`config.mk`:
```
export PLATFORM = sky130hd
export DESIGN_NAME = poi_fifo
export DESIGN_NICKNAME = d
export VERILOG_FILES = /design/src/poi_pkg.sv /design/src/poi_fifo.sv
export SDC_FILE = /design/constraint.sdc
export NUM_CORES = 1
export LEC_CHECK = 0
export BUFFER_PORTS_ARGS = -buffer_cell sky130_fd_sc_hd__buf_2
export CORE_MARGIN = 2
export CORE_UTILIZATION = 25
export CTS_CLUSTER_DIAMETER = 40
export DETAILED_ROUTE_END_ITERATION = 6
export SETUP_SLACK_MARGIN = 0.02
export SYNTH_ARGS = -nofsm -noshare
export SYNTH_HDL_FRONTEND = slang
export SYNTH_SLANG_ARGS = --single-unit
```
`constraint.sdc`:
```
create_clock -name clk_i -period 5.8 [get_ports clk_i]
set_input_delay 1.74 -clock clk_i [delete_from_list [all_inputs] [get_ports clk_i]]
set_output_delay 1.74 -clock clk_i [all_outputs]
set_load 0.05 [all_outputs]
```
`src/poi_pkg.sv`:
```
// ----------------------------------------------------------------------------
// poi_pkg: shared types and constants for the planar odometry integrator
// Holds register indexes, the rotation table and the queue entry type.
// ----------------------------------------------------------------------------
package poi_pkg;

  localparam int unsigned CfgIdxW = 2;

  typedef enum logic [CfgIdxW-1:0] {
    REG_USE_MIDPOINT  = 2'd0,
    REG_START_X       = 2'd1,
    REG_START_Y       = 2'd2,
    REG_START_HEADING = 2'd3
  } cfg_reg_e;

  localparam logic signed [63:0] TurnScale  = 64'sd683565276;
  localparam logic signed [35:0] CordicGain = 36'sd652032874;
  localparam int unsigned        MaxIter    = 24;

  function automatic logic signed [35:0] atan_turn(input logic [4:0] idx);
    logic signed [35:0] r;
    case (idx)
      5'd0:  r = 36'sd536870912;
      5'd1:  r = 36'sd316933406;
      5'd2:  r = 36'sd167458907;
      5'd3:  r = 36'sd85004756;
      5'd4:  r = 36'sd42667331;
      5'd5:  r = 36'sd21354465;
      5'd6:  r = 36'sd10679838;
      5'd7:  r = 36'sd5340245;
      5'd8:  r = 36'sd2670163;
      5'd9:  r = 36'sd1335087;
      5'd10: r = 36'sd667544;
      5'd11: r = 36'sd333772;
      5'd12: r = 36'sd166886;
      5'd13: r = 36'sd83443;
      5'd14: r = 36'sd41722;
      5'd15: r = 36'sd20861;
      5'd16: r = 36'sd10430;
      5'd17: r = 36'sd5215;
      5'd18: r = 36'sd2608;
      5'd19: r = 36'sd1304;
      5'd20: r = 36'sd652;
      5'd21: r = 36'sd326;
      5'd22: r = 36'sd163;
      5'd23: r = 36'sd81;
      default: r = '0;
    endcase
    return r;
  endfunction

  // Item as it travels from the front to the back.
  typedef struct packed {
    logic signed [15:0] speed;
    logic signed [15:0] rate;
    logic signed [31:0] travel;    // forward_speed * time_step
    logic signed [15:0] full_turn; // heading step, rounded
    logic signed [15:0] half_turn; // midpoint offset, rounded
  } item_t;

  typedef struct packed {
    logic use_mid;
    logic load_x;
    logic load_y;
    logic load_h;
    logic signed [31:0] val_x;
    logic signed [31:0] val_y;
    logic [15:0]        val_h;
  } pose_ctl_t;

endpackage

```
`src/poi_fifo.sv`:
```
// ----------------------------------------------------------------------------
// poi_fifo: two-entry queue between front and back
// ----------------------------------------------------------------------------
module poi_fifo
  import poi_pkg::*;
(
  input  logic  clk_i,
  input  logic  rst_ni,
  input  logic  wr_valid_i,
  output logic  wr_ready_o,
  input  item_t wr_item_i,
  output logic  rd_valid_o,
  input  logic  rd_ready_i,
  output item_t rd_item_o
);

  item_t       mem_q [2];
  logic        wp_q, rp_q;
  logic [1:0]  cnt_q;
  logic        wr, rd;

  assign wr_ready_o = cnt_q != 2'd2;
  assign rd_valid_o = cnt_q != 2'd0;
  assign wr = wr_valid_i & wr_ready_o;
  assign rd = rd_valid_o & rd_ready_i;
  assign rd_item_o = mem_q[rp_q];

  always_ff @(posedge clk_i or negedge rst_ni) begin
    if (!rst_ni) begin
      wp_q <= 1'b0;
      rp_q <= 1'b0;
      cnt_q <= 2'd0;
    end else begin
      if (wr) wp_q <= ~wp_q;
      if (rd) rp_q <= ~rp_q;
      cnt_q <= cnt_q + {1'b0, wr} - {1'b0, rd};
    end
  end

  always_ff @(posedge clk_i) begin
    if (wr) mem_q[wp_q] <= wr_item_i;
  end

endmodule

```
* Word level (Yosys, flattened, before mapping) *
Memories as Yosys holds them, arrays and structs flattened.
Index checks and enable logic that the tools add are counted.

word-level totals
  memories = 1
  logic and storage cells = 14
  register bits = 4
  RAM bits = 192
  input port bits = 100
  output and inout port bits = 98

operators by class
  reductions and logical operators = 1
  eq/ne operators = 1
  bitwise logic cells = 4
  mux-type cells = 2
  $add $sub $neg = 2

memory list
  name   depth  width  read ports  clocked after memory_dff  wr ports  RTL line        RTL
  mem_q  2      96     1           0                         1         poi_fifo.sv:17  item_t mem_q [2];

operator list
  operator                                     number
  2-bit by 1-bit adder with 2-bit output       1
  1-bit bitwise AND                            2
  1-bit 2-to-1 mux                             2
  2-bit != test (second input constant)        1
  1-bit NOT                                    2
  2-bit nonzero test                           1
  2-bit by 1-bit subtractor with 2-bit output  1

* Logic depth before layout (Yosys ltp) *
  depth in word-level cells = 4
  depth in mapped cells = 7
  gate-level depth less buffers = 7

* Worst setup path before layout *
OpenSTA, ideal clock, no wires.

  path kind = in2reg
  start point = in wr_valid_i
  end point = mem mem_q[0][0] (netlist name), enable pin
  setup slack = -0.608 ns
  data arrival time = 5.856 ns
  buffers on the path = 0
  required time = 5.248 ns
  stages on the path = 2
  path through = nand2_1 nor2_1

between the ends
  word-level cells in the longest chain between the ends = 3

ends and longest elaborated chain
  item                                    RTL line        RTL
  start: declaration                      poi_fifo.sv:9   input logic wr_valid_i,
  1-bit bitwise AND                       poi_fifo.sv:24  assign wr = wr_valid_i & wr_ready_o;
  1-bit 2-to-1 mux                        poi_fifo.sv:41  if (wr) mem_q[wp_q] <= wr_item_i;
  1-bit 2-to-1 mux (not written as such)  poi_fifo.sv:41
  end: declaration                        poi_fifo.sv:17

Every way passes these cells.

==> flow_metrics.env <==
export IMPL_max_slew_margin_pct=31.8
export IMPL_antenna_found_initial=2
export IMPL_drt_initial_drc_count=223
export IMPL_min_path_type="reg2reg"
export IMPL_syn_area_per_cell_sq_um=22.9
export IMPL_fp_dieH_um=174
export IMPL_dr_pass1_iters=6
export IMPL_gp_congestion=0.674
export IMPL_num_fill_cells=2824
export IMPL_wl_per_cell_um=15.0
export IMPL_io_pins=198
export IMPL_syn_nets=418
export IMPL_diodes=0
export IMPL_leakage_nw=3.45
export IMPL_drc_errors=0
export IMPL_fin_cells=923
export IMPL_fmax_mhz=244
export IMPL_die_w_um=174
export IMPL_htree_levels=4
export IMPL_fin_tns_setup_ns=0
export IMPL_vias=3638
export IMPL_cap_viol_max_count=0
export IMPL_dieArea_sq_um=30300
export IMPL_critPathTopFamily="flip-flops"
export IMPL_mappedNetlistArea_sq_um=7240
export IMPL_outcome="finished, final reports clean"
export IMPL_place_inst=891
export IMPL_num_rows=62
export IMPL_rr_startpoint="cnt_q[1]$_DFF_PN0_"
export IMPL_final_nets=628
export IMPL_vdd_ir_drop_max_mv=0.293
export IMPL_crit_chain="buf_12 -> mux2_2 -> buf_2"
export IMPL_crit_required_ns=4.06
export IMPL_vias_per_cell=3.94
export IMPL_cp_start_kind="flip-flop"
export IMPL_final_hold_viol_count=0
export IMPL_core_sq_um=28600
export IMPL_drive_gt1_share_pct=61.8
export IMPL_worstMarginPinSlew_ns=1.02
export IMPL_cts_resized=0
export IMPL_fin_crit_ns=4.09
export IMPL_crit_buf_inv=2
export IMPL_cts_root_buffer="clkbuf_16"
export IMPL_grt_pass1_wl_mm=20.7
export IMPL_rsz0062_at_grt="no"
export IMPL_area_delta_synth_final_pct=27.7
export IMPL_powerDensity_nw_per_um2=591
export IMPL_initial_core_util_pct=25.3
export IMPL_yosysUniqueCellTypes=16
export IMPL_dpl_hpwl_mm=8.74
export IMPL_portBuffers=197
export IMPL_r2r_cells=4
export IMPL_reg2reg_to="mem_q[0][64]$_DFFE_PP_"
export IMPL_ctsHoldBuffers=0
export IMPL_cp_startpoint="rp_q$_DFFE_PN0P_"
export IMPL_grt_max_degree=62
export IMPL_cts_made_buffers=17
export IMPL_ant_nets=0
export IMPL_cp_depth=3
export IMPL_cts_tree="yes"
export IMPL_cp_arrival_ns=2.35
export IMPL_synth_seq_area_share_pct=81.0
export IMPL_clkTransAtPathRegs_ns=0.08
export IMPL_crit_slowest_cell="dfrtp_4"
export IMPL_drv_slew=0
export IMPL_ys_warn_count=0
export IMPL_path_max_fanout=49
export IMPL_cpPeakStageDelay_ns=0.91
export IMPL_endpoint_kind="output port"
export IMPL_syn_inst=316
export IMPL_clk_latency_ns=0.43
export IMPL_critPathCapture="rd_item_o[2]"
export IMPL_grt_ovfl_total=0
export IMPL_track_usage_pct=9.16
export IMPL_worstSetupPathType="reg2out"
export IMPL_postCtsSetupBuffers=0
export IMPL_final_cell_mix="buf_2 (197), edfxtp_1 (192), mux2_2 (66), mux2_4 (30), clkbuf_16 (17)"
export IMPL_ys_ff_latch=196
export IMPL_finClkSkew_ns=0.0136
export IMPL_wl_mm=13.8
export IMPL_grt_pass1_vias=3799
export IMPL_min_period_over_period_pct=70.6
export IMPL_cts_sinks=196
export IMPL_clockBufferDepth=2
export IMPL_final_common_cell="buf_2"
export IMPL_setup_viol=0
export IMPL_reg2reg_setup_slack_ns=3.46
[cell type report]
class                      instances  area (sq um)  share of cell area [%]
multi-input combinational        108          1300                    14.0
inverter                           1          3.75                  0.0406
tap                              384           480                    5.20
clock buffer                      17           425                    4.60
clock inverter                    15           120                    1.30
sequential                       196          5870                    63.5
timing repair buffer             202          1050                    11.3
[per-stage QoR]
stage	utilization, %	hold slack [ns]	total power [W]	worst slack, ns	instance area [sq um]
6_report	32.3	0.541	0.00546	1.71	9250
3_5_place_dp	30.4	0.526	0.00441	2.11	8700
3_3_place_gp	30.4	0.503	0.00441	2.09	8700
4_1_cts	32.3	0.548	0.00555	1.61	9250
5_1_grt	32.3	0.564	0.00571	1.54	9250
2_1_floorplan	-	0.479	0.00394	1.01	7240
[cells in the mapped netlist]
library cell	number	area, sq um
and3_1	1	6.26
nand2b_1	1	6.26
or2_2	1	6.26
inv_1	1	3.75
buf_6	5	56.3
buf_2	6	30.0
edfxtp_1	192	5770
and2_1	1	6.26
nand2_1	1	3.75
xnor2_1	3	26.3
nor2_1	1	3.75
mux2_2	66	743
mux2_4	30	450
ha_1	2	25.0
dfrtp_1	4	100
xor2_1	1	8.76
[cell families (layout without fill, tap and decap cells)]
family / Yosys count / count (layout) / share of synthesized area (%)
DFF: 196 / 196 / 81.0
muxes: 96 / 96 / 16.5
buffers and inverters: 12 / 235 / 1.24
and+or+nand+nor: 6 / 6 / 0.449
xor gates and xnor gates: 4 / 4 / 0.484
adders and majority gates: 2 / 2 / 0.345
[flip-flops by register name, summed over array words and instances (netlist names)]
register	cells
cnt_q	2
wp_q	1
mem_q	192
rp_q	1
[how the worst min path moves through the flow]
stage	cells after the start	endpoint	slack (ns)	from
2_1_floorplan	1	wp_q$_DFFE_PN0N_	0.48	wp_q$_DFFE_PN0N_
4_1_cts	1	cnt_q[0]$_DFF_PN0_	0.55	cnt_q[0]$_DFF_PN0_
6_report	1	cnt_q[0]$_DFF_PN0_	0.54	cnt_q[0]$_DFF_PN0_
5_1_grt	1	wp_q$_DFFE_PN0N_	0.56	wp_q$_DFFE_PN0N_
3_5_place_dp	1	cnt_q[0]$_DFF_PN0_	0.53	cnt_q[0]$_DFF_PN0_
3_3_place_gp	1	cnt_q[0]$_DFF_PN0_	0.50	cnt_q[0]$_DFF_PN0_
[routing by layer]
| layer | track usage (%) | wire, um | part of all wire [%] | vias to the layer above |
|---|---|---|---|---|
| li1 | - | - | - | 1678 |
| met1 | 10.8 | 5960 | 43 | 1818 |
| met2 | 14.6 | 6590 | 48 | 128 |
| met3 | 4.35 | 1130 | 8.2 | 10 |
| met4 | 3.36 | 130 | 0.94 | 4 |
| met5 | 0 | 26 | 0.19 | - |
[power breakdown]
group	internal, W	switching (W)	leakage, nW
Clock	0.000560	0.000555	0.262
Sequential	0.00194	0.000143	1.83
Combinational	0.000659	0.00161	1.36
[worst register-to-register path: stages, from the launching register on]
cell	delay, ns
dfrtp_1	0.41
nand2b_1	0.14
nand2_1	0.15
nor2_4	0.80
buf_4	0.49
Note: power is estimated with default switching activity, not from simulation.
