==> src/poi_pkg.sv <==
// ----------------------------------------------------------------------------
// poi_pkg: shared types and constants for the planar odometry integrator
// Holds register indexes, the rotation table and the queue entry type.
// ----------------------------------------------------------------------------
package poi_pkg;

  localparam int unsigned CfgIdxW = 2;

  typedef enum logic [CfgIdxW-1:0] {
    REG_USE_MIDPOINT  = 2'd0,
    REG_START_X       = 2'd1,
    REG_START_Y       = 2'd2,
    REG_START_HEADING = 2'd3
  } cfg_reg_e;

  localparam logic signed [63:0] TurnScale  = 64'sd683565276;
  localparam logic signed [35:0] CordicGain = 36'sd652032874;
  localparam int unsigned        MaxIter    = 24;

  function automatic logic signed [35:0] atan_turn(input logic [4:0] idx);
    logic signed [35:0] r;
    case (idx)
      5'd0:  r = 36'sd536870912;
      5'd1:  r = 36'sd316933406;
      5'd2:  r = 36'sd167458907;
      5'd3:  r = 36'sd85004756;
      5'd4:  r = 36'sd42667331;
      5'd5:  r = 36'sd21354465;
      5'd6:  r = 36'sd10679838;
      5'd7:  r = 36'sd5340245;
      5'd8:  r = 36'sd2670163;
      5'd9:  r = 36'sd1335087;
      5'd10: r = 36'sd667544;
      5'd11: r = 36'sd333772;
      5'd12: r = 36'sd166886;
      5'd13: r = 36'sd83443;
      5'd14: r = 36'sd41722;
      5'd15: r = 36'sd20861;
      5'd16: r = 36'sd10430;
      5'd17: r = 36'sd5215;
      5'd18: r = 36'sd2608;
      5'd19: r = 36'sd1304;
      5'd20: r = 36'sd652;
      5'd21: r = 36'sd326;
      5'd22: r = 36'sd163;
      5'd23: r = 36'sd81;
      default: r = '0;
    endcase
    return r;
  endfunction

  // Item as it travels from the front to the back.
  typedef struct packed {
    logic signed [15:0] speed;
    logic signed [15:0] rate;
    logic signed [31:0] travel;    // forward_speed * time_step
    logic signed [15:0] full_turn; // heading step, rounded
    logic signed [15:0] half_turn; // midpoint offset, rounded
  } item_t;

  typedef struct packed {
    logic use_mid;
    logic load_x;
    logic load_y;
    logic load_h;
    logic signed [31:0] val_x;
    logic signed [31:0] val_y;
    logic [15:0]        val_h;
  } pose_ctl_t;

endpackage

==> src/poi_front.sv <==
// ----------------------------------------------------------------------------
// poi_front: input stage
// Takes input transactions, forms distance and heading steps, feeds the queue.
// ----------------------------------------------------------------------------
module poi_front
  import poi_pkg::*;
(
  input  logic        clk_i,
  input  logic        rst_ni,
  input  logic        in_valid_i,
  output logic        in_ready_o,
  input  logic [47:0] in_data_i,
  output logic        q_valid_o,
  input  logic        q_ready_i,
  output item_t       q_item_o
);

  // Stage 1 registers the products, stage 2 rounds the turn.
  logic               s1_q, s2_q;
  logic signed [15:0] spd_q, rate_q, spd2_q, rate2_q;
  logic signed [31:0] trav_q, wdt_q, trav2_q;
  logic signed [63:0] turn_q;
  logic signed [63:0] turn_full, turn_half;
  logic               take1, take2;

  assign take2 = s2_q & q_ready_i;
  assign take1 = s1_q & (~s2_q | take2);
  assign in_ready_o = ~s1_q | take1;

  always_ff @(posedge clk_i or negedge rst_ni) begin
    if (!rst_ni) begin
      s1_q <= 1'b0;
      s2_q <= 1'b0;
    end else begin
      if (in_ready_o) s1_q <= in_valid_i;
      if (take1) s2_q <= 1'b1;
      else if (take2) s2_q <= 1'b0;
    end
  end

  always_ff @(posedge clk_i) begin
    if (in_valid_i && in_ready_o) begin
      spd_q  <= in_data_i[15:0];
      rate_q <= in_data_i[31:16];
      trav_q <= $signed(in_data_i[15:0]) * $signed({1'b0, in_data_i[47:32]});
      wdt_q  <= $signed(in_data_i[31:16]) * $signed({1'b0, in_data_i[47:32]});
    end
    if (take1) begin
      spd2_q  <= spd_q;
      rate2_q <= rate_q;
      trav2_q <= trav_q;
      turn_q  <= 64'(wdt_q) * TurnScale;
    end
  end

  assign turn_full = (turn_q + (64'sd1 <<< 43)) >>> 44;
  assign turn_half = (turn_q + (64'sd1 <<< 44)) >>> 45;
  assign q_item_o.speed     = spd2_q;
  assign q_item_o.rate      = rate2_q;
  assign q_item_o.travel    = trav2_q;
  assign q_item_o.full_turn = turn_full[15:0];
  assign q_item_o.half_turn = turn_half[15:0];
  assign q_valid_o = s2_q;

endmodule

==> config.mk <==
export PLATFORM = sky130hd
export DESIGN_NAME = poi_front
export DESIGN_NICKNAME = d
export VERILOG_FILES = /design/src/poi_pkg.sv /design/src/poi_front.sv
export SDC_FILE = /design/constraint.sdc
export NUM_CORES = 2
export LEC_CHECK = 0
export BUFFER_PORTS_ARGS = -buffer_cell sky130_fd_sc_hd__clkbuf_2
export CORE_ASPECT_RATIO = 1.4
export CORE_MARGIN = 4
export CORE_UTILIZATION = 39
export CTS_BUF_LIST = sky130_fd_sc_hd__clkbuf_16
export DETAILED_ROUTE_END_ITERATION = 10
export HOLD_SLACK_MARGIN = 0.05
export PLACE_DENSITY = 0.55
export SKIP_CTS_REPAIR_TIMING = 1
export SLEW_MARGIN = 20
export SYNTH_ARGS = -nofsm -noshare
export SYNTH_HDL_FRONTEND = slang
export SYNTH_SLANG_ARGS = --single-unit
==> constraint.sdc <==
create_clock -name clk_i -period 12.3 [get_ports clk_i]
set_clock_uncertainty 0.2 [all_clocks]
set_input_delay 3.69 -clock clk_i [delete_from_list [all_inputs] [get_ports clk_i]]
set_output_delay 3.69 -clock clk_i [all_outputs]
set_load 0.03 [all_outputs]
# Yosys cells after proc, flatten, opt, wreduce, memory -nomap -nowiden
# Index checks and enable logic that the tools add are counted.
# totals
register_bits	221
latch_bits	0
ramBits	0
mem_bits_ro	0
out_inout_bits	98
n_memories	0
# classes
addsub	2
mul	3
n_div	0
magnitude_cmp	0
n_eq_ne	0
n_shift	0
muxes	2
bitwise_logic	6
reduce_logical	2
# op_table
cell	count
$mul A16 B17 Y32	2
$add A61 B46 Y61 const B	1
$add A60 B45 Y60 const B	1
$mul A32 B29 Y59 const B	1
$and A1 B1 Y1	2
$mux W1	2
$not A1 Y1	2
$or A1 B1 Y1	2
$reduce_bool A2 Y1	1
$logic_and A1 B1 Y1	1

# Logic depth before layout (Yosys ltp)
# logic_depth
word_depth	5
ltp_mapped	24
depth_no_buf	24

# Worst setup path before layout
# No wires, ideal clock.
# synth_timing
path_type	input port to flip-flop
startpoint	in in_data_i[42]
endpoint	reg wdt_q[31], data pin
setup_time_ps	260
arrival_time_ps	9250
required_time_ps	11840
setup_slack_ps	2590
cell_stages	23
n_path_buf	1
cell_sequence	clkbuf_1 -> nand2_1 -> fa_1 -> inv_1 -> fa_1 -> inv_1 -> fa_1 -> fa_1 -> inv_1 -> fa_1 -> inv_1 -> fa_1 -> inv_1 -> ha_1 -> a41o_1 -> a21oi_1 -> o31ai_1 -> or3_1 -> a311o_1 -> a211oi_2 -> o21bai_1 -> a21oi_1 -> xnor2_1
# synth_between
elab_chain_len	1
# synth_rtl
item	line	rtl
from (decl)	poi_front.sv:12	input logic [47:0] in_data_i,
$mul A16 B17 Y32	poi_front.sv:46	wdt_q <= $signed(in_data_i[31:16]) * $signed({1'b0, in_data_i[47:32]});
to (signal assigned)	poi_front.sv:46	
to (decl)	poi_front.sv:21	logic signed [31:0] trav_q, wdt_q, trav2_q;
# No other way between the ends.
# A chain may end at the register's enable or synchronous reset.

# Worst setup path after layout
# layout_timing
startpoint	in in_data_i[39]
endpoint	reg trav_q[31], data pin
# layout_between
elab_chain_len	1
# layout_rtl
item	line	rtl
$mul A16 B17 Y32	poi_front.sv:45	trav_q <= $signed(in_data_i[15:0]) * $signed({1'b0, in_data_i[47:32]});
to (signal assigned)	poi_front.sv:45	
to (decl)	poi_front.sv:21	
# No other way between the ends.

==> impl_metrics.csv <==
group,metric,value,unit
timing,max_clock_freq,98.1,MHz
route,vias_per_cell,4.83,
setup_path,critPathMostFrequentCell,"fa_1",
grt,antenna_found_initial,10,
grt,grt_pass1_wl,160,mm
timing,fin_crit,10.19,ns
die,num_rows,139,
grt,overflow,0,
logic_synthesis,postSynth.asyncResetShare,1.11,%
cts,cts_tree,"done",
route,num_vias,26357,
logic_synthesis,synth_nets,5406,
timing,maxSlewViolCount,0,
timing,setup_viol,0,
setup_path,critical_path_class,"primary input to flop",
route,drt_iter0_drc,932,
setup_path,critPathArrivalTime,10.26,ns
timing,maxSlewHeadroom,19.6,%
timing,worst_pin_slew,1.20,ns
die,die_y,388,microns
finish,drive_above_1_share,5.33,%
die,die_x,279,microns
placement,hpwlAfterDp,83.2,mm
setup_path,cpLargestDelayFamily,"adder cells",
grt,grt_max_degree,59,
finish,layout.nets,5495,
route,postRouteAntennaNets,0,
finish,area_growth,7.03,%
logic_synthesis,syn_area,40100,sq um
cts,clk_latency,0.52,ns
finish,fin_cells,5452,
setup_path,end_kind,"flop",
placement,gp_congestion,0.852,
placement,portBuffers,149,
cts,path_clk_slew,0.08,ns
cts,cts_inserted_buffers,17,
grt,met1_usage,21.4,%
min_path,hp-class,"flop to flop",
setup_path,worst_setup_path_start_kind,"primary input",
timing,finalSetupTns,0,ns
grt,grt_util_met3,2.47,%
die,dieArea,108000,sq um
cts,root_buffer,"clkbuf_16",
route,wirelength,98.6,mm
die,start_util,39.2,%
job,cap_violations,0,
grt,top_usage_layer,"met2",
route,dr.pass1.iters,4,
cts,cts_max_path_buffers,2,
setup_path,critical_path.cell_chain,"clkbuf_2, nand2_1, fa_1, inv_1, fa_1, inv_1, fa_1, inv_1, fa_1, inv_1, fa_1, inv_1, fa_1, ha_1, and3_1, a31oi_1, o211ai_1, a2111o_1, a41oi_1, a311oi_1, o21a_1, nor2_1, xnor2_1",
timing,rsz0062_at_grt,"false",
finish,final_common_cell,"inv_1",
logic_synthesis,synth_seq_cells,180,
placement,dpl.cell_count,5415,
logic_synthesis,avgSynthCellArea,10.0,sq um
die,ioPinCount,150,
finish,layout_common_cells,"inv_1, fa_1, ha_1, nand2_1, and2_1",
route,wl_per_cell,18.1,microns
setup_path,critPathRequiredTime,12.37,ns
logic_synthesis,ys.flop_type,"edfxtp_1",
grt,grt_pass1_vias,29727,
setup_path,slowest_stage,"clkbuf_2",
cts,clock_sinks,180,
setup_path,path_max_fanout,32,
timing,hold_viol,0,
setup_path,cpPeakStageDelay,0.63,ns
die,core_region_area,102000,sq um
placement,place_ws,1.48,ns
cts,h-tree-depth,4,
grt,grt_usage,19.1,%
timing,hold_ws,0.221,ns
status,status,"finished, final reports clean",
logic_synthesis,yosysSeqAreaShare,13.4,%
logic_synthesis,synth_warnings,0,
route,drc,0,
timing,timing.final.ws_setup,2.11,ns
setup_path,critical_path_buf_inv_count,6,
grt,grt_util_met2,37.1,%
logic_synthesis,syn_inst,4006,
timing,fin_crit_sh,82.8,%
logic_synthesis,synth_edf_count,178,
logic_synthesis,synth.distinct_cells,73,
## cells by family (layout without fill, tap and decap cells)
group	after synthesis	count (layout)	share of synthesized area (%)
DFF	180	180	13.4
xor gates and xnor gates	146	146	3.19
adders and majority gates	1348	1348	57.1
AOI/OAI and AO/OA	318	318	5.32
other	0	5	0
muxes	5	5	0.128
buffers and inverters	1258	1360	11.8
and+or+nand+nor	751	751	9.07
## metal layers
| metal | share of wire, % | wire [microns] | vias up |
|---|---|---|---|
| met2 | 56 | 55000 | 370 |
| met3 | 2.6 | 2570 | 140 |
| met4 | 3.0 | 2970 | 10 |
| li1 | - | - | 12261 |
| met5 | 0.082 | 81 | - |
| met1 | 38 | 37900 | 13576 |
## Yosys cell counts (3+ instances only)
| cell | n | area (sq um) |
|---|---|---|
| a221oi_1 | 3 | 26.3 |
| xnor2_1 | 100 | 876 |
| edfxtp_1 | 178 | 5350 |
| a41o_1 | 4 | 40.0 |
| o21ai_0 | 53 | 265 |
| or3_1 | 3 | 18.8 |
| xor2_1 | 46 | 403 |
| and4_1 | 4 | 35.0 |
| nand2_1 | 368 | 1380 |
| nor2_1 | 50 | 188 |
| nand3_1 | 32 | 160 |
| nor3_1 | 11 | 55.1 |
| a211oi_1 | 9 | 67.6 |
| clkbuf_1 | 92 | 345 |
| a21oi_1 | 103 | 515 |
| nand4_1 | 8 | 50.1 |
| o31ai_1 | 6 | 45.0 |
| a311oi_1 | 4 | 35.0 |
| a2111oi_0 | 4 | 35.0 |
| o221ai_1 | 3 | 26.3 |
| a31oi_1 | 6 | 37.5 |
| ha_1 | 544 | 6810 |
| and3_1 | 12 | 75.1 |
| and2_1 | 202 | 1260 |
| nor2b_1 | 9 | 56.3 |
| mux2i_1 | 4 | 40.0 |
| fa_1 | 804 | 16100 |
| o211a_1 | 3 | 30.0 |
| inv_1 | 1164 | 4370 |
| a221o_1 | 5 | 50.1 |
| nand2b_1 | 41 | 257 |
| a21boi_0 | 3 | 22.5 |
| o21a_1 | 13 | 97.6 |
| o211ai_1 | 7 | 52.6 |
| a21o_1 | 45 | 338 |
| o21bai_1 | 16 | 120 |
| a211o_1 | 3 | 26.3 |
## stage by stage
step	util, %	cell area, sq um
floorplan	-	40100
global placement	41.3	42300
global route	41.9	42900
detailed placement	41.3	42300
finish	41.9	42900
CTS	41.9	42900
## worst reg2reg max path: stages (launching register included)
cell and delay [ns]:
edfxtp_1 0.76, inv_1 0.45, fa_1 0.64, inv_1 0.06, fa_1 0.51, ha_1 0.17, inv_1 0.05, fa_1 0.47
inv_1 0.06, fa_1 0.46, fa_1 0.43, fa_1 0.55, inv_1 0.06, fa_1 0.48, inv_1 0.04, ha_1 0.36
a21o_1 0.21, a21oi_1 0.23, nor2b_1 0.07, a2111oi_0 0.54, o221ai_1 0.25, a311oi_1 0.42, o41ai_1 0.21, xor2_1 0.17
## flip-flops by register name, summed over array words and instances (netlist names)
| signal | flops |
|---|---|
| trav2_q | 32 |
| trav_q | 32 |
| wdt_q | 32 |
| turn_q | 18 |
| rate2_q | 16 |
| rate_q | 16 |
| spd2_q | 16 |
| spd_q | 16 |
| q_valid_o | 1 |
| s1_q | 1 |
## layout make-up
class | instances | area (sq um)
flip-flops and latches | 180 | 5400
clock inverters | 15 | 198
fillers | 9959 | 59500
diodes | 5 | 12.5
clock buffers | 17 | 425
inverters | 1164 | 4370
multi-input cells | 2568 | 30000
repair buffers | 164 | 858
well taps | 1339 | 1680
## final timing paths
| kind | cells after the start | startpoint | slack [ns] | to |
|---|---|---|---|---|
| setup / recovery | 23 | in_data_i[39] | 2.11 | trav_q[31] |
| hold / removal | 0 | rate_q[4] | 0.22 | rate2_q[4] |
| setup reg to reg | 23 | wdt_q[14] | 4.19 | turn_q[45] |
| hold reg to reg | 0 | rate_q[4] | 0.22 | rate2_q[4] |
| max in group asynchronous | 1 | rst_ni | 9.07 | s1_q |
| min in group asynchronous | 1 | rst_ni | 2.74 | q_valid_o |
Power is not shown: default switching activity piles up to over one toggle a cycle in this logic, so the estimate is an artifact.
