<file path="src/poi_pkg.sv">
// ----------------------------------------------------------------------------
// poi_pkg: shared types and constants for the planar odometry integrator
// Holds register indexes, the rotation table and the queue entry type.
// ----------------------------------------------------------------------------
package poi_pkg;

  localparam int unsigned CfgIdxW = 2;

  typedef enum logic [CfgIdxW-1:0] {
    REG_USE_MIDPOINT  = 2'd0,
    REG_START_X       = 2'd1,
    REG_START_Y       = 2'd2,
    REG_START_HEADING = 2'd3
  } cfg_reg_e;

  localparam logic signed [63:0] TurnScale  = 64'sd683565276;
  localparam logic signed [35:0] CordicGain = 36'sd652032874;
  localparam int unsigned        MaxIter    = 24;

  function automatic logic signed [35:0] atan_turn(input logic [4:0] idx);
    logic signed [35:0] r;
    case (idx)
      5'd0:  r = 36'sd536870912;
      5'd1:  r = 36'sd316933406;
      5'd2:  r = 36'sd167458907;
      5'd3:  r = 36'sd85004756;
      5'd4:  r = 36'sd42667331;
      5'd5:  r = 36'sd21354465;
      5'd6:  r = 36'sd10679838;
      5'd7:  r = 36'sd5340245;
      5'd8:  r = 36'sd2670163;
      5'd9:  r = 36'sd1335087;
      5'd10: r = 36'sd667544;
      5'd11: r = 36'sd333772;
      5'd12: r = 36'sd166886;
      5'd13: r = 36'sd83443;
      5'd14: r = 36'sd41722;
      5'd15: r = 36'sd20861;
      5'd16: r = 36'sd10430;
      5'd17: r = 36'sd5215;
      5'd18: r = 36'sd2608;
      5'd19: r = 36'sd1304;
      5'd20: r = 36'sd652;
      5'd21: r = 36'sd326;
      5'd22: r = 36'sd163;
      5'd23: r = 36'sd81;
      default: r = '0;
    endcase
    return r;
  endfunction

  // Item as it travels from the front to the back.
  typedef struct packed {
    logic signed [15:0] speed;
    logic signed [15:0] rate;
    logic signed [31:0] travel;    // forward_speed * time_step
    logic signed [15:0] full_turn; // heading step, rounded
    logic signed [15:0] half_turn; // midpoint offset, rounded
  } item_t;

  typedef struct packed {
    logic use_mid;
    logic load_x;
    logic load_y;
    logic load_h;
    logic signed [31:0] val_x;
    logic signed [31:0] val_y;
    logic [15:0]        val_h;
  } pose_ctl_t;

endpackage

</file>
<file path="src/poi_back.sv">
// ----------------------------------------------------------------------------
// poi_back: pose update engine
// Runs a shared rotation CORDIC twice per item, updates the pose, holds result.
// ----------------------------------------------------------------------------
module poi_back
  import poi_pkg::*;
#(
  parameter int unsigned TrigIter = 16
) (
  input  logic         clk_i,
  input  logic         rst_ni,
  input  pose_ctl_t    ctl_i,
  input  logic         q_valid_i,
  output logic         q_ready_o,
  input  item_t        q_item_i,
  output logic         out_valid_o,
  input  logic         out_ready_i,
  output logic [159:0] out_data_o,
  output logic         idle_o
);

  localparam int unsigned NIter = (TrigIter > MaxIter) ? MaxIter : TrigIter;

  typedef enum logic [6:0] {
    ST_IDLE  = 7'b0000001,
    ST_TRIG1 = 7'b0000010,
    ST_MUL   = 7'b0000100,
    ST_ADD   = 7'b0001000,
    ST_TRIG2 = 7'b0010000,
    ST_FIN   = 7'b0100000,
    ST_OUT   = 7'b1000000
  } state_e;

  state_e             state_q;
  logic [4:0]         it_q;
  logic signed [35:0] cx_q, cy_q, cz_q;
  logic [1:0]         quad_q;
  logic signed [31:0] px_q, py_q;
  logic [15:0]        ph_q;
  item_t              item_q;
  logic signed [47:0] mx_q, my_q;
  logic signed [15:0] c14, s14;
  logic signed [15:0] qc_q, qs_q;
  logic signed [35:0] rc, rs, sx, sy;
  logic               cdone;

  function automatic logic signed [15:0] to_q14(input logic signed [35:0] v);
    logic signed [36:0] r;
    r = (37'(v) + 37'sd32768) >>> 16;
    if (r > 37'sd16384) r = 37'sd16384;
    if (r < -37'sd16384) r = -37'sd16384;
    return r[15:0];
  endfunction

  function automatic logic signed [31:0] sat(input logic signed [63:0] a);
    if (a > 64'sd2147483647) return 32'h7fffffff;
    if (a < -64'sd2147483648) return 32'h80000000;
    return a[31:0];
  endfunction

  // Fold the angle to within one eighth turn of zero for the CORDIC.
  function automatic logic [1:0] quad_of(input logic [31:0] a);
    logic [31:0] t;
    t = a + 32'h20000000;
    return t[31:30];
  endfunction

  function automatic logic [15:0] h_mid_of(input item_t it);
    return ph_q + (ctl_i.use_mid ? it.half_turn : 16'd0);
  endfunction

  function automatic logic [31:0] qfold(input logic [31:0] a);
    logic [1:0] q;
    q = quad_of(a);
    return a - {q, 30'd0};
  endfunction

  assign sx = cx_q >>> it_q;
  assign sy = cy_q >>> it_q;
  assign cdone = it_q == 5'(NIter - 1);

  always_comb begin
    case (quad_q)
      2'd0: begin rc = cx_q;  rs = cy_q;  end
      2'd1: begin rc = -cy_q; rs = cx_q;  end
      2'd2: begin rc = -cx_q; rs = -cy_q; end
      default: begin rc = cy_q; rs = -cx_q; end
    endcase
    c14 = to_q14(rc);
    s14 = to_q14(rs);
  end

  assign q_ready_o   = state_q == ST_IDLE && !ctl_i.load_x && !ctl_i.load_y
                       && !ctl_i.load_h;
  assign out_valid_o = state_q == ST_OUT;
  assign idle_o      = state_q == ST_IDLE;
  assign out_data_o  = {16'd0, item_q.rate, item_q.speed, qc_q, qs_q, ph_q, py_q, px_q};

  always_ff @(posedge clk_i or negedge rst_ni) begin
    if (!rst_ni) begin
      state_q <= ST_IDLE;
      px_q <= '0;
      py_q <= '0;
      ph_q <= '0;
      it_q <= '0;
    end else begin
      if (ctl_i.load_x) px_q <= ctl_i.val_x;
      else if (state_q == ST_ADD)
        px_q <= sat(64'(px_q) + ((64'(mx_q) + (64'sd1 <<< 21)) >>> 22));
      if (ctl_i.load_y) py_q <= ctl_i.val_y;
      else if (state_q == ST_ADD)
        py_q <= sat(64'(py_q) + ((64'(my_q) + (64'sd1 <<< 21)) >>> 22));
      if (ctl_i.load_h) ph_q <= ctl_i.val_h;
      else if (state_q == ST_ADD) ph_q <= ph_q + item_q.full_turn;
      unique case (state_q)
        ST_IDLE: if (q_valid_i && q_ready_o) begin
          state_q <= ST_TRIG1;
          it_q <= '0;
        end
        ST_TRIG1: if (cdone) state_q <= ST_MUL; else it_q <= it_q + 5'd1;
        ST_MUL: state_q <= ST_ADD;
        ST_ADD: begin
          state_q <= ST_TRIG2;
          it_q <= '0;
        end
        ST_TRIG2: if (cdone) state_q <= ST_FIN; else it_q <= it_q + 5'd1;
        ST_FIN: state_q <= ST_OUT;
        ST_OUT: if (out_ready_i) state_q <= ST_IDLE;
        default: state_q <= ST_IDLE;
      endcase
    end
  end

  always_ff @(posedge clk_i) begin
    if (state_q == ST_IDLE && q_valid_i && q_ready_o) item_q <= q_item_i;
    // Load CORDIC at the start of each pass.
    if ((state_q == ST_IDLE && q_valid_i && q_ready_o) || state_q == ST_ADD) begin
      quad_q <= (state_q == ST_IDLE) ? quad_of({h_mid_of(q_item_i), 16'd0})
                                     : quad_of({1'b0, ph_q + item_q.full_turn, 15'd0});
      cz_q   <= (state_q == ST_IDLE)
                ? 36'($signed(qfold({h_mid_of(q_item_i), 16'd0})))
                : 36'($signed(qfold({1'b0, ph_q + item_q.full_turn, 15'd0})));
      cx_q   <= CordicGain;
      cy_q   <= '0;
    end else if (state_q == ST_TRIG1 || state_q == ST_TRIG2) begin
      if (!cz_q[35]) begin
        cx_q <= cx_q - sy;
        cy_q <= cy_q + sx;
        cz_q <= cz_q - atan_turn(it_q);
      end else begin
        cx_q <= cx_q + sy;
        cy_q <= cy_q - sx;
        cz_q <= cz_q + atan_turn(it_q);
      end
    end
    if (state_q == ST_MUL) begin
      mx_q <= item_q.travel * c14;
      my_q <= item_q.travel * s14;
    end
    if (state_q == ST_FIN) begin
      qc_q <= c14;
      qs_q <= s14;
    end
  end

endmodule

</file>
<file path="config.mk">
export PLATFORM = sky130hd
export DESIGN_NAME = poi_back
export DESIGN_NICKNAME = d
export VERILOG_FILES = /design/src/poi_pkg.sv /design/src/poi_back.sv
export SDC_FILE = /design/constraint.sdc
export NUM_CORES = 2
export LEC_CHECK = 0
export BUFFER_PORTS_ARGS = -buffer_cell sky130_fd_sc_hd__buf_2
export CORE_ASPECT_RATIO = 1.1
export CORE_MARGIN = 2
export CORE_UTILIZATION = 38
export CTS_BUF_LIST = sky130_fd_sc_hd__clkbuf_16
export DETAILED_ROUTE_END_ITERATION = 8
export SYNTH_ARGS = -nofsm -noshare
export SYNTH_HDL_FRONTEND = slang
export SYNTH_SLANG_ARGS = --single-unit
export TNS_END_PERCENT = 50
</file>
<file path="constraint.sdc">
create_clock -name clk_i -period 18.6 [get_ports clk_i]
set_clock_uncertainty 0.2 [all_clocks]
set_input_delay 5.58 -clock clk_i [delete_from_list [all_inputs] [get_ports clk_i]]
set_output_delay 5.58 -clock clk_i [all_outputs]
set_load 0.005 [all_outputs]
</file>
Word-level counts from Yosys, hierarchy flattened
Memories as Yosys holds them, arrays and structs flattened.
Index checks and enable logic that the tools add are counted.
- $add $sub $neg: 21
- multiply operators: 2
- $lt $le $gt $ge: 8
- eq/ne operators: 15
- shifts and indexed selects: 2
- multiplexer cells: 56
- reductions and logical operators: 20
- operators with widths (cell ; number):
    $mux W36 ; 12
    $mux W32 ; 12
    $pmux W36 S3 ; 2
    $add A36 B36 Y36 ; 3
    $sub A36 B36 Y36 ; 3
    $add A48 B23 Y49 const B ; 2
    $mul A32 B16 Y48 ; 2
    $mux W16 ; 5
    $add A36 B17 Y37 const B ; 2
    $lt A37 B15 Y1 const B ; 2
    $mux W37 ; 2
    $neg A36 Y36 ; 2
    $sshr A36 B5 Y36 ; 2
    $add A32 B27 Y33 ; 2
    $gt A33 B32 Y1 const B ; 2
    $lt A33 B32 Y1 const B ; 2
    $pmux W7 S7 ; 1
    $gt A21 B16 Y1 const B ; 2
    $add A16 B16 Y16 ; 2
    $add A31 B30 Y32 const B ; 1
    $add A32 B30 Y32 const B ; 1
    $sub A31 B32 Y32 ; 1
    $sub A32 B32 Y32 ; 1
    $mux W7 ; 4
    other kinds (26) ; 54
- flip-flop bits (word level): 410
- memory bits (read-only): 1920
- bits of input ports: 184
- output and inout bits: 163
- word-level logic and storage cells: 143
- memories: 2
- memories (name ; words ; bits a word ; rd ports ; clocked after memory_dff ; write ports ; line ; text):
    (no name shown) ; 32 ; 30 ; 1 ; 0 ; 0 ; poi_pkg.sv:22 ; case (idx)
    (no name shown) ; 32 ; 30 ; 1 ; 0 ; 0 ; poi_pkg.sv:22 ;

Logic depth before layout (Yosys ltp)
- depth in word-level cells: 13
- depth in mapped cells: 52
- mapped depth without buffers: 46

Worst setup path after synthesis
No wires, ideal clock.
- path kind: input to output
- from: input port ctl_i[81] in the netlist's numbering
- to: output port q_ready_o
- arrival: 5.954 ns
- data required time: 12.820 ns
- slack: 6.866 ns
- stages on the path: 1
- buffers on the path: 0
- cells stage by stage: nor4_1
- word-level cells in the longest chain between the ends: 3
- RTL lines (item ; line ; text):
    start: declaration ; poi_back.sv:12 ; input pose_ctl_t ctl_i,
    $logic_not A1 Y1 ; poi_back.sv:93 ; assign q_ready_o = state_q == ST_IDLE && !ctl_i.load_x && !ctl_i.load_y
    $logic_and A1 B1 Y1 ; poi_back.sv:93 ;
    $logic_and A1 B1 Y1 ; poi_back.sv:94 ; && !ctl_i.load_h;
    end: declaration ; poi_back.sv:14 ; output logic q_ready_o,
Every way passes these cells.

Worst setup path after layout
- from: register cy_q[1]
- to: register my_q[47] (data pin)
- word-level cells in the longest chain between the ends: 8
- RTL lines (item ; line ; text):
    start: declaration ; poi_back.sv:36 ; logic signed [35:0] cx_q, cy_q, cz_q;
    start signal: assignment ; poi_back.sv:148 ; cy_q <= cy_q + sx;
    start signal: assignment ; poi_back.sv:152 ; cy_q <= cy_q - sx;
    $neg A36 Y36 ; poi_back.sv:86 ; 2'd2: begin rc = -cx_q; rs = -cy_q; end
    $pmux W36 S3 * ; poi_back.sv:83 ; case (quad_q)
    $add A36 B17 Y37 * ; poi_back.sv:49 ; r = (37'(v) + 37'sd32768) >>> 16;
    $gt A21 B16 Y1 ; poi_back.sv:50 ; if (r > 37'sd16384) r = 37'sd16384;
    $mux W37 * ; poi_back.sv:50 ;
    $lt A37 B15 Y1 ; poi_back.sv:51 ; if (r < -37'sd16384) r = -37'sd16384;
    $mux W16 * ; poi_back.sv:51 ;
    $mul A32 B16 Y48 * ; poi_back.sv:158 ; my_q <= item_q.travel * s14;
    end signal: assignment ; poi_back.sv:158 ;
    end: declaration ; poi_back.sv:41 ; logic signed [47:0] mx_q, my_q;
Every way passes the cells marked *; elsewhere a longest branch is shown, timed or not.
A chain may end at the register's enable or synchronous reset.

==> flow_summary.json <==
{
  "combPwrFrac_pct": 76.3,
  "layout-drive-gt1-share_pct": 8.70,
  "regArea_um2": 9880,
  "maxSlewViolCount": 0,
  "clockPowerShare_pct": 10.7,
  "synth-seq-cells": 368,
  "netlist.area_leader.share_pct": 28.8,
  "stdcell_count": 10400,
  "p_int_mw": 5.17,
  "total_power_mw": 10.9,
  "final-hold-violation-count": 0,
  "drc_errors": 0,
  "slew_headroom_pct": 19.5,
  "synth_edf_count": 204,
  "cpPeakStageDelay_ns": 0.83,
  "max_freq_mhz": 74.9,
  "critPathMaxFanout": 20,
  "synth_top_family_by_area": "adder cells",
  "yosysMostFrequentCell": "inv_1",
  "antenna_found_initial": 19,
  "clk_path_buf_depth": 3,
  "clk_latency_ns": 0.75,
  "fp-row-count": 162,
  "crit_family": "simple AND/OR/NAND/NOR gates",
  "yosys.area_share.simple_pct": 18.9,
  "gp_congestion": 0.952,
  "core_um2": 177000,
  "critPathRequiredTime_ns": 18.88,
  "root_buffer": "clkbuf_16",
  "max-cap-violations": 0,
  "leakage_nw": 34.2,
  "dp.cells": 10300,
  "status": "finished, final reports clean",
  "endpoint_kind": "register",
  "start_util_pct": 38.3,
  "critPathLaunchType": "register",
  "path_clk_slew_ns": 0.06,
  "synthCells": 7942,
  "ir_worst_vdd_v": 0.0000835,
  "grt_max_degree": 84,
  "cts_tree": "done",
  "cts_buffers": 54,
  "synth_warnings": 0,
  "path_buf_inv": 8,
  "wl_met1_um": 94200,
  "firstDrtPassIters": 6,
  "grt_pass1_wl_um": 338000,
  "critPathSlowestCell": "nor2_2",
  "tightest_slew_ns": 1.19,
  "port_buffers": 330,
  "fillers": 17800,
  "ant_nets": 0,
  "place_area_um2": 71600,
  "final-setup-viol-count": 0,
  "dieArea_um2": 182000,
  "cts_setup_buffers": 0,
  "synthDistinctLibCells": 97,
  "synth_commonest_cells": "1,233 x inv_1, 977 x fa_1, 877 x nand2_1",
  "ys.flop_type": "edfxtp_1",
  "multi_input_area_um2": 51600,
  "grt_pass1_vias": 57700,
  "grt_setup_unrepaired": "false",
  "hold_class": "reg -> reg",
  "async_reset_ff_share_pct": 25.0,
  "place_ws_ns": 5.36,
  "p_sw_mw": 5.68,
  "cts_sinks": 368,
  "io_pins": 347,
  "wire_per_inst_um": 21.0,
  "switching_share_pct": 52.4,
  "maxUsedRoutingLayer": "met4",
  "drt-total-wl_um": 219000,
  "synth.cell_area_um2": 67900,
  "synth_adder_area_share_pct": 36.9,
  "worst_slack_ns": 5.25,
  "powerDensity_nw_per_um2": 148,
  "dp_hpwl_um": 163000,
  "track_usage_pct": 24.0,
  "arrival_ns": 13.62,
  "fin_crit_sh_pct": 71.7,
  "fin_nets": 9580,
  "htree_levels": 2,
  "syn2layout_area_growth_pct": 8.29,
  "synth_xor_area_share_pct": 5.91,
  "die_h_um": 447,
  "fin_util_pct": 41.5,
  "worstSetupPathType": "reg -> reg",
  "postCtsHoldBufs": 0,
  "gr-total-overflow": 0,
  "viasPerCell": 5.40,
  "holdWs_ns": 0.327,
  "final_area_um2": 73500,
  "crit_path_frequent_cell": "inv_1",
  "vias": 56200,
  "yosysTopAreaCell": "fa_1",
  "seq_area_frac_synth_pct": 14.5,
  "wl_met3_um": 16400,
  "ys_top_cells_by_area": "fa_1 29%, edfxtp_1 9.0%, ha_1 8.1%, inv_1 6.8%, and2_1 4.9%",
  "synth_compound_area_share_pct": 10.8,
  "cts-resized-gates": 0,
  "p_seq_share_pct": 13.0,
  "fin_crit_ns": 13.35,
  "dr.first_iter.drc_count": 4117,
  "avgSynthCellArea_um2": 8.55,
  "dr_wl_met2_um": 101000,
  "die_w_um": 407,
  "tns_ns": 0,
  "yosys-mux-area-fraction_pct": 3.25
}
[final cells by class]
cell class / instances / area share, %
Clock inverter: 48 / 0.766
Sequential cell: 368 / 13.4
Timing Repair Buffer: 442 / 3.39
Antenna cell: 9 / 0.0306
Clock buffer: 54 / 1.84
Tap cell: 2378 / 4.05
Inverter: 1236 / 6.31
Multi-Input combinational cell: 5879 / 70.2
[worst paths after layout]
kind                            start    endpoint  slack, ns  depth (start not counted)
max reg2reg                   cy_q[1]    my_q[47]       5.25                         44
max in group asynchronous      rst_ni     it_q[0]      12.28                          2
min in group asynchronous      rst_ni     py_q[1]       4.66                          1
min reg2reg                state_q[5]  state_q[3]       0.33                          1
min                        state_q[5]  state_q[3]       0.33                          1
max                           cy_q[1]    my_q[47]       5.25                         44
[cells by family (layout without fill, tap and decap cells)]
kind of cell	Yosys count	count (layout)
other cells	1	25
mux	168	168
xor+xnor	458	458
simple gates	2634	2634
fa+ha+maj	1415	1415
flops	368	368
buf+inv	1710	1780
compound gates	1188	1188
[registers in the layout, summed over array words and instances (netlist names), 32 cells and up]
signal      cells
item_q         48
out_data_o     32
py_q           32
cy_q           36
cz_q           36
cx_q           36
px_q           32
[worst reg2reg max path, delay by kind of cell (launching register included)]
| family | cells | cell delay [ns] |
|---|---|---|
| AND/OR/NAND/NOR | 9 | 4.02 |
| buffers and inverters | 8 | 0.63 |
| flip-flops | 1 | 0.38 |
| adder cells (fa/ha/maj) | 8 | 3.48 |
| XOR/XNOR | 2 | 0.24 |
| AO/OA/AOI/OAI | 15 | 3.52 |
| multiplexers | 2 | 0.61 |
[layout by cell type (no fill, tap or decap), types with 30 or more instances in the layout]
| cell | count |
|---|---|
| inv_1 | 1233 |
| fa_1 | 977 |
| nand2_1 | 876 |
| and2_1 | 528 |
| nor2_1 | 515 |
| ha_1 | 438 |
| a21oi_1 | 422 |
| buf_2 | 329 |
| xnor2_1 | 285 |
| o21ai_0 | 273 |
| edfxtp_1 | 204 |
| xor2_1 | 173 |
| nand3_1 | 147 |
| nor3_1 | 144 |
| buf_4 | 113 |
| mux2i_1 | 109 |
| dfrtp_1 | 86 |
| nor2b_1 | 83 |
| a21o_1 | 78 |
| dfxtp_1 | 72 |
| a31oi_1 | 66 |
| clkbuf_16 | 54 |
| and3_1 | 53 |
| nand2b_1 | 46 |
| a211oi_1 | 44 |
| nand4_1 | 41 |
| o21a_1 | 41 |
| mux4_2 | 40 |
| o21bai_1 | 38 |
| or3_1 | 30 |
[power groups by stage]
stage               registers [mW]  logic, mW  clock network (mW)
floorplan                     1.26       6.23                   0
global placement              1.41       8.07                   0
detailed placement            1.42       8.19                   0
CTS                           1.40       8.27                1.19
global route                  1.43       9.30                1.22
finish                        1.41       8.29                1.16
[metal layers]
metal | vias up | global-route usage, %
met3 | 337 | 3.53
met2 | 2173 | 39.4
met1 | 28100 | 32.4
li1 | 25600 | -
met4 | 0 | 7.80
met5 | - | 0
Power figures use the tool's default switching activity.
